===== config.mk =====
export PLATFORM = sky130hd
export DESIGN_NAME = sps_sequencer
export DESIGN_NICKNAME = d
export VERILOG_FILES = /design/src/hw/rtl/sps_pkg.sv /design/src/hw/rtl/sps_sequencer.sv
export SDC_FILE = /design/constraint.sdc
export NUM_CORES = 1
export LEC_CHECK = 0
export BUFFER_PORTS_ARGS = -buffer_cell sky130_fd_sc_hd__buf_4
export CORE_MARGIN = 8
export CORE_UTILIZATION = 46
export CTS_CLUSTER_DIAMETER = 100
export DETAILED_ROUTE_END_ITERATION = 10
export HOLD_SLACK_MARGIN = 0.12
export PLACE_DENSITY = 0.83
export SLEW_MARGIN = 0
export SYNTH_ARGS = -nofsm -noshare
export SYNTH_HDL_FRONTEND = slang
export SYNTH_SLANG_ARGS = --single-unit

===== constraint.sdc =====
create_clock -name i_clk -period 2.47 [get_ports i_clk]
set_input_delay 0.3705 -clock i_clk [delete_from_list [all_inputs] [get_ports i_clk]]
set_output_delay 0.3705 -clock i_clk [all_outputs]
set_load 0.01 [all_outputs]

===== src/hw/rtl/sps_pkg.sv =====
package sps_pkg;

    // Largest supported limit and the derived bitmap and counter widths.
    localparam int MAX_LIMIT = 65535;
    localparam int MAP_DEPTH = MAX_LIMIT + 1;
    localparam int ADDR_W    = $clog2(MAP_DEPTH);
    localparam int CNT_W     = ADDR_W + 1;
    localparam int IN_W      = 16;
    localparam int SUM_W     = 32;

    // Program steps of the sequencer.
    typedef enum logic [3:0] {
        ST_IDLE,
        ST_CLEAR,
        ST_SIEVE_INIT,
        ST_TEST,
        ST_CHECK,
        ST_MARK,
        ST_NEXT,
        ST_SUM_INIT,
        ST_SUM_RD,
        ST_SUM_ACC,
        ST_RESULT
    } t_step;

    // Branch conditions.
    typedef enum logic [2:0] {
        C_ALWAYS,
        C_IN_VALID,
        C_J_GE_LIM,
        C_SQ_GT_LIM,
        C_RD_SET,
        C_J_GT_LIM,
        C_I_GT_LIM,
        C_OUT_FREE
    } t_cond;

    // Which outcome of the condition enables the gated operations.
    typedef enum logic [1:0] {
        G_ALL,
        G_TRUE,
        G_FALSE
    } t_gate;

    typedef enum logic [2:0] {
        J_HOLD,
        J_CLR,
        J_INC,
        J_SQ,
        J_ADD_I
    } t_jop;

    typedef enum logic [1:0] {
        I_HOLD,
        I_TWO,
        I_NEXT
    } t_iop;

    typedef enum logic [1:0] {
        S_HOLD,
        S_CLR,
        S_ADD_PRIME
    } t_sop;

    typedef enum logic {
        A_J,
        A_I
    } t_asel;

    // One control word of the program.
    typedef struct packed {
        t_cond cond;
        t_gate gate;
        t_step tgt_t;
        t_step tgt_f;
        logic  in_rdy;
        t_jop  jop;
        t_iop  iop;
        t_sop  sop;
        t_asel asel;
        logic  mem_we;
        logic  mem_wd;
        logic  lim_ld;
        logic  out_ld;
    } t_ctrl;

    // Datapath status used for branching.
    typedef struct packed {
        logic in_valid;
        logic j_ge_lim;
        logic sq_gt_lim;
        logic rd_set;
        logic j_gt_lim;
        logic i_gt_lim;
        logic out_free;
    } t_flags;

    // Program ROM: one control word per step.
    function automatic t_ctrl sps_rom(input t_step step);
        t_ctrl w;
        w = '{cond: C_ALWAYS, gate: G_ALL, tgt_t: ST_IDLE, tgt_f: ST_IDLE,
              in_rdy: 1'b0, jop: J_HOLD, iop: I_HOLD, sop: S_HOLD, asel: A_J,
              mem_we: 1'b0, mem_wd: 1'b0, lim_ld: 1'b0, out_ld: 1'b0};
        case (step)
            ST_IDLE: begin
                w.cond   = C_IN_VALID;
                w.gate   = G_TRUE;
                w.tgt_t  = ST_CLEAR;
                w.tgt_f  = ST_IDLE;
                w.in_rdy = 1'b1;
                w.jop    = J_CLR;
                w.lim_ld = 1'b1;
            end
            ST_CLEAR: begin
                w.cond   = C_J_GE_LIM;
                w.tgt_t  = ST_SIEVE_INIT;
                w.tgt_f  = ST_CLEAR;
                w.jop    = J_INC;
                w.asel   = A_J;
                w.mem_we = 1'b1;
                w.mem_wd = 1'b0;
            end
            ST_SIEVE_INIT: begin
                w.tgt_t = ST_TEST;
                w.tgt_f = ST_TEST;
                w.iop   = I_TWO;
            end
            ST_TEST: begin
                w.cond  = C_SQ_GT_LIM;
                w.tgt_t = ST_SUM_INIT;
                w.tgt_f = ST_CHECK;
                w.asel  = A_I;
            end
            ST_CHECK: begin
                w.cond  = C_RD_SET;
                w.tgt_t = ST_NEXT;
                w.tgt_f = ST_MARK;
                w.jop   = J_SQ;
            end
            ST_MARK: begin
                w.cond   = C_J_GT_LIM;
                w.gate   = G_FALSE;
                w.tgt_t  = ST_NEXT;
                w.tgt_f  = ST_MARK;
                w.jop    = J_ADD_I;
                w.asel   = A_J;
                w.mem_we = 1'b1;
                w.mem_wd = 1'b1;
            end
            ST_NEXT: begin
                w.tgt_t = ST_TEST;
                w.tgt_f = ST_TEST;
                w.iop   = I_NEXT;
            end
            ST_SUM_INIT: begin
                w.tgt_t = ST_SUM_RD;
                w.tgt_f = ST_SUM_RD;
                w.iop   = I_TWO;
                w.sop   = S_CLR;
            end
            ST_SUM_RD: begin
                w.cond  = C_I_GT_LIM;
                w.tgt_t = ST_RESULT;
                w.tgt_f = ST_SUM_ACC;
                w.asel  = A_I;
            end
            ST_SUM_ACC: begin
                w.tgt_t = ST_SUM_RD;
                w.tgt_f = ST_SUM_RD;
                w.iop   = I_NEXT;
                w.sop   = S_ADD_PRIME;
            end
            ST_RESULT: begin
                w.cond   = C_OUT_FREE;
                w.gate   = G_TRUE;
                w.tgt_t  = ST_IDLE;
                w.tgt_f  = ST_RESULT;
                w.out_ld = 1'b1;
            end
            default: begin
                w.tgt_t = ST_IDLE;
                w.tgt_f = ST_IDLE;
            end
        endcase
        return w;
    endfunction

endpackage


===== src/hw/rtl/sps_sequencer.sv =====
module sps_sequencer (
    input  logic           i_clk,
    input  logic           i_rst_n,
    input  sps_pkg::t_flags i_flags,
    output sps_pkg::t_ctrl  o_ctrl
);
    import sps_pkg::*;

    t_step r_step;
    t_step n_step;
    t_ctrl w;
    logic  cond_hit;
    logic  en;

    // Step counter.
    always_ff @(posedge i_clk) begin
        if (!i_rst_n) begin
            r_step <= ST_IDLE;
        end else begin
            r_step <= n_step;
        end
    end

    // Fetch the control word, evaluate its condition and pick the next step.
    always_comb begin
        w = sps_rom(r_step);
        case (w.cond)
            C_ALWAYS:    cond_hit = 1'b1;
            C_IN_VALID:  cond_hit = i_flags.in_valid;
            C_J_GE_LIM:  cond_hit = i_flags.j_ge_lim;
            C_SQ_GT_LIM: cond_hit = i_flags.sq_gt_lim;
            C_RD_SET:    cond_hit = i_flags.rd_set;
            C_J_GT_LIM:  cond_hit = i_flags.j_gt_lim;
            C_I_GT_LIM:  cond_hit = i_flags.i_gt_lim;
            C_OUT_FREE:  cond_hit = i_flags.out_free;
            default:     cond_hit = 1'b0;
        endcase

        case (w.gate)
            G_TRUE:  en = cond_hit;
            G_FALSE: en = !cond_hit;
            default: en = 1'b1;
        endcase

        n_step = cond_hit ? w.tgt_t : w.tgt_f;

        // Gated operations only take effect when the gate allows them.
        o_ctrl        = w;
        o_ctrl.mem_we = w.mem_we & en;
        o_ctrl.lim_ld = w.lim_ld & en;
        o_ctrl.out_ld = w.out_ld & en;
        o_ctrl.jop    = en ? w.jop : J_HOLD;
    end

endmodule


==> results.py <==
metrics = {
    "power": {
        "p_per_area_nw_per_um2": 1370,
        "p_clk_share_pct": 6.0,
        "intPower_mw": 0.734,
        "p_sw_share_pct": 48.9,
        "pwr-share-seq_pct": 8.9,
        "p_leak_nw": 0.544,
        "pwr-share-comb_pct": 85.1,
        "peakVddDrop_uv": 818,
        "switchingPower_mw": 0.702,
    },
    "clock_tree": {
        "cts_sinks": 4,
        "cts_hold_buf": 0,
        "cts_root_buffer": "clkbuf_4",
        "clk_latency_ns": 0.24,
        "cts_tree": "built",
        "cts_setup_buffers": 0,
        "clockBufferDepth": 2,
        "numCtsBuffers": 3,
        "clk_pin_slew_ns": 0.04,
        "htree_levels": 1,
    },
    "sta": {
        "drv_slew": 0,
        "finClkSkew_ns": 0.00590,
        "rsz0062_at_grt": "no",
        "hold_viol": 0,
        "slew_headroom_pct": 69.6,
        "post-route-period-util_pct": 95.0,
        "fmax_mhz": 426,
        "tns_ns": 0,
        "period_minus_slack_ns": 2.35,
        "setup_viol": 0,
        "fin_ws_ns": 0.124,
        "worstMarginPinSlew_ns": 0.452,
    },
    "critical_path": {
        "reg2reg_slack_ns": 0.69,
        "endpoint_kind": "output port",
        "critPathArrivalTime_ns": 1.98,
        "cp_max_fo": 16,
        "cp.required_ns": 2.10,
        "critPathKind": "reg2out",
        "critPathLaunchType": "register",
    },
    "synthesis": {
        "synth_common_cells": "nand2_1, nor2_1, mux2i_1",
        "muxShareOfSynthArea_pct": 11.5,
        "synth_top_area_share_pct": 11.5,
        "synth_edf_count": 0,
        "ys_async_sr_fraction_pct": 0,
        "synth-compound-area-share_pct": 19.8,
        "synthCells": 109,
        "synth_nets": 121,
        "yosys_most_used_dff": "dfxtp_1",
        "seq_area_frac_synth_pct": 10.2,
        "synthAdderAreaFrac_pct": 4.79,
        "synth-xor-area-share_pct": 2.24,
        "synth_most_common_cell": "nand2_1",
        "synth_warnings": 0,
        "ys_seq_elements": 4,
        "ys_types": 38,
        "synth-simple-area-share_pct": 37.1,
        "synthTopCellsByArea": "mux2i_1, dfxtp_1, nand2_1",
        "syn-cell-area_sq_um": 783,
        "synth.largest_area_cell": "mux2i_1",
        "synth_top_family_by_area": "simple AND/OR/NAND/NOR gates",
        "avgSynthCellArea_sq_um": 7.19,
    },
    "final_layout": {
        "fin_area_sq_um": 1050,
        "nets": 153,
        "drive_gt1_share_pct": 44.6,
        "seq_area_sq_um": 85.1,
        "largest-register": "r_step",
        "stdcell_count": 156,
        "fin_util_pct": 62.9,
        "nFillCells": 147,
        "area_delta_synth_final_pct": 34.2,
        "diodes": 0,
        "reg_top3": "r_step: 4 flops",
        "multi_input_area_sq_um": 603,
        "largest_reg_flops": 4,
    },
    "die": {
        "io_pins": 35,
        "core_area_sq_um": 1670,
        "initial_core_util_pct": 46.9,
        "die_area_sq_um": 3280,
        "die_x_microns": 57.3,
        "die_y_microns": 57.3,
        "rows": 15,
    },
    "grt": {
        "grt_overflow": 0,
        "grt_pass1_vias": 846,
        "grt_start_max_net_pins": 19,
        "antenna_found_initial": 0,
        "track_usage_pct": 13.7,
        "grt_pass1_wl_mm": 3.75,
    },
    "worst_hold_path": {
        "hold_path.class": "in2reg",
    },
    "route": {
        "drt_iter0_drc": 12,
        "drc": 0,
        "firstDrtPassIters": 4,
        "vias_per_cell": 5.49,
        "wl_per_cell_microns": 14.4,
        "num_vias": 857,
        "drtAntennaViolNets": 0,
        "routed_wl_mm": 2.25,
    },
    "flow_run": {
        "max_cap_viol_count": 0,
    },
    "placement": {
        "gp_congestion": 0.857,
        "port_buffers": 34,
        "pre_cts_slack_ns": 0.254,
        "dpl.hpwl_mm": 1.78,
        "placed_cell_area_sq_um": 1010,
        "dp_cells": 153,
    },
    "status": {
        "status": "complete, no violations",
    },
}
[critical path: stages, from the launching register on]
cell      delay (ns)
dfxtp_2         0.34
buf_4           0.19
or3b_1          0.40
a211oi_2        0.21
nor4_2          0.07
buf_4           0.19
mux2i_1         0.17
buf_4           0.14
[stage by stage]
stage          hold WS [ns]  total power, mW
2_1_floorplan         0.492            0.938
3_3_place_gp          0.628             1.30
3_5_place_dp          0.635             1.34
4_1_cts               0.371             1.44
5_1_grt               0.409             1.56
6_report              0.379             1.44
[worst paths after layout]
kind	from	to	cells past startpoint
worst min register to register	r_step[1]$_SDFF_PN0_	r_step[2]$_SDFF_PN0_	4
worst min-delay path	i_rst_n	r_step[2]$_SDFF_PN0_	2
worst max register to register	r_step[1]$_SDFF_PN0_	r_step[3]$_SDFF_PN0_	6
worst max-delay path	r_step[1]$_SDFF_PN0_	o_ctrl[9]	7
[logic make-up (layout without fill, tap and decap cells)]
logic type	after synthesis	count (layout)
flops	4	4
simple gates	54	54
buf+inv	17	47
fa+ha+maj	3	3
mux	9	9
xor+xnor	2	2
compound gates	20	20
[layout by cell type, fill, tap and decap left out, types with 3 or more instances in the layout]
cell,instances
o21ai_0,3
buf_4,41
mux2i_1,9
clkbuf_4,3
dfxtp_2,4
a21oi_1,6
ha_1,3
nand2b_1,4
nand2_1,18
nor2_1,10
inv_1,3
or2_2,3
[area by class of cell]
type | count | area share (%)
Multi-Input combinational cell | 88 | 57.4
Timing Repair Buffer | 41 | 29.3
Sequential cell | 4 | 8.10
Clock buffer | 3 | 2.14
Tap cell | 17 | 2.02
Inverter | 3 | 1.07
[power groups by stage]
stage                     registers, mW  logic, mW  clock network [mW]
after floorplan                  0.0954      0.843                   0
after global placement            0.117       1.18                   0
after detailed placement          0.119       1.22                   0
after CTS                         0.117       1.23              0.0895
after global routing              0.133       1.34              0.0942
final                             0.128       1.22              0.0855
[per-layer routing]
layer | share of wire, % | wire (microns) | vias up | GRT usage (%)
met3 | 5.2 | 118 | 4 | 4.48
met1 | 42 | 945 | 389 | 15.4
met5 | 0 | 0 | - | 0
li1 | - | - | 438 | -
met4 | 0.75 | 17 | 0 | 6.07
met2 | 52 | 1170 | 26 | 23.0
[timing repair]
action,4_1_cts,5_1_grt
gates resized for setup,1,7
pin swaps,0,1
endpoints found under the setup margin,1,6
(Power assumes the default switching activity.)
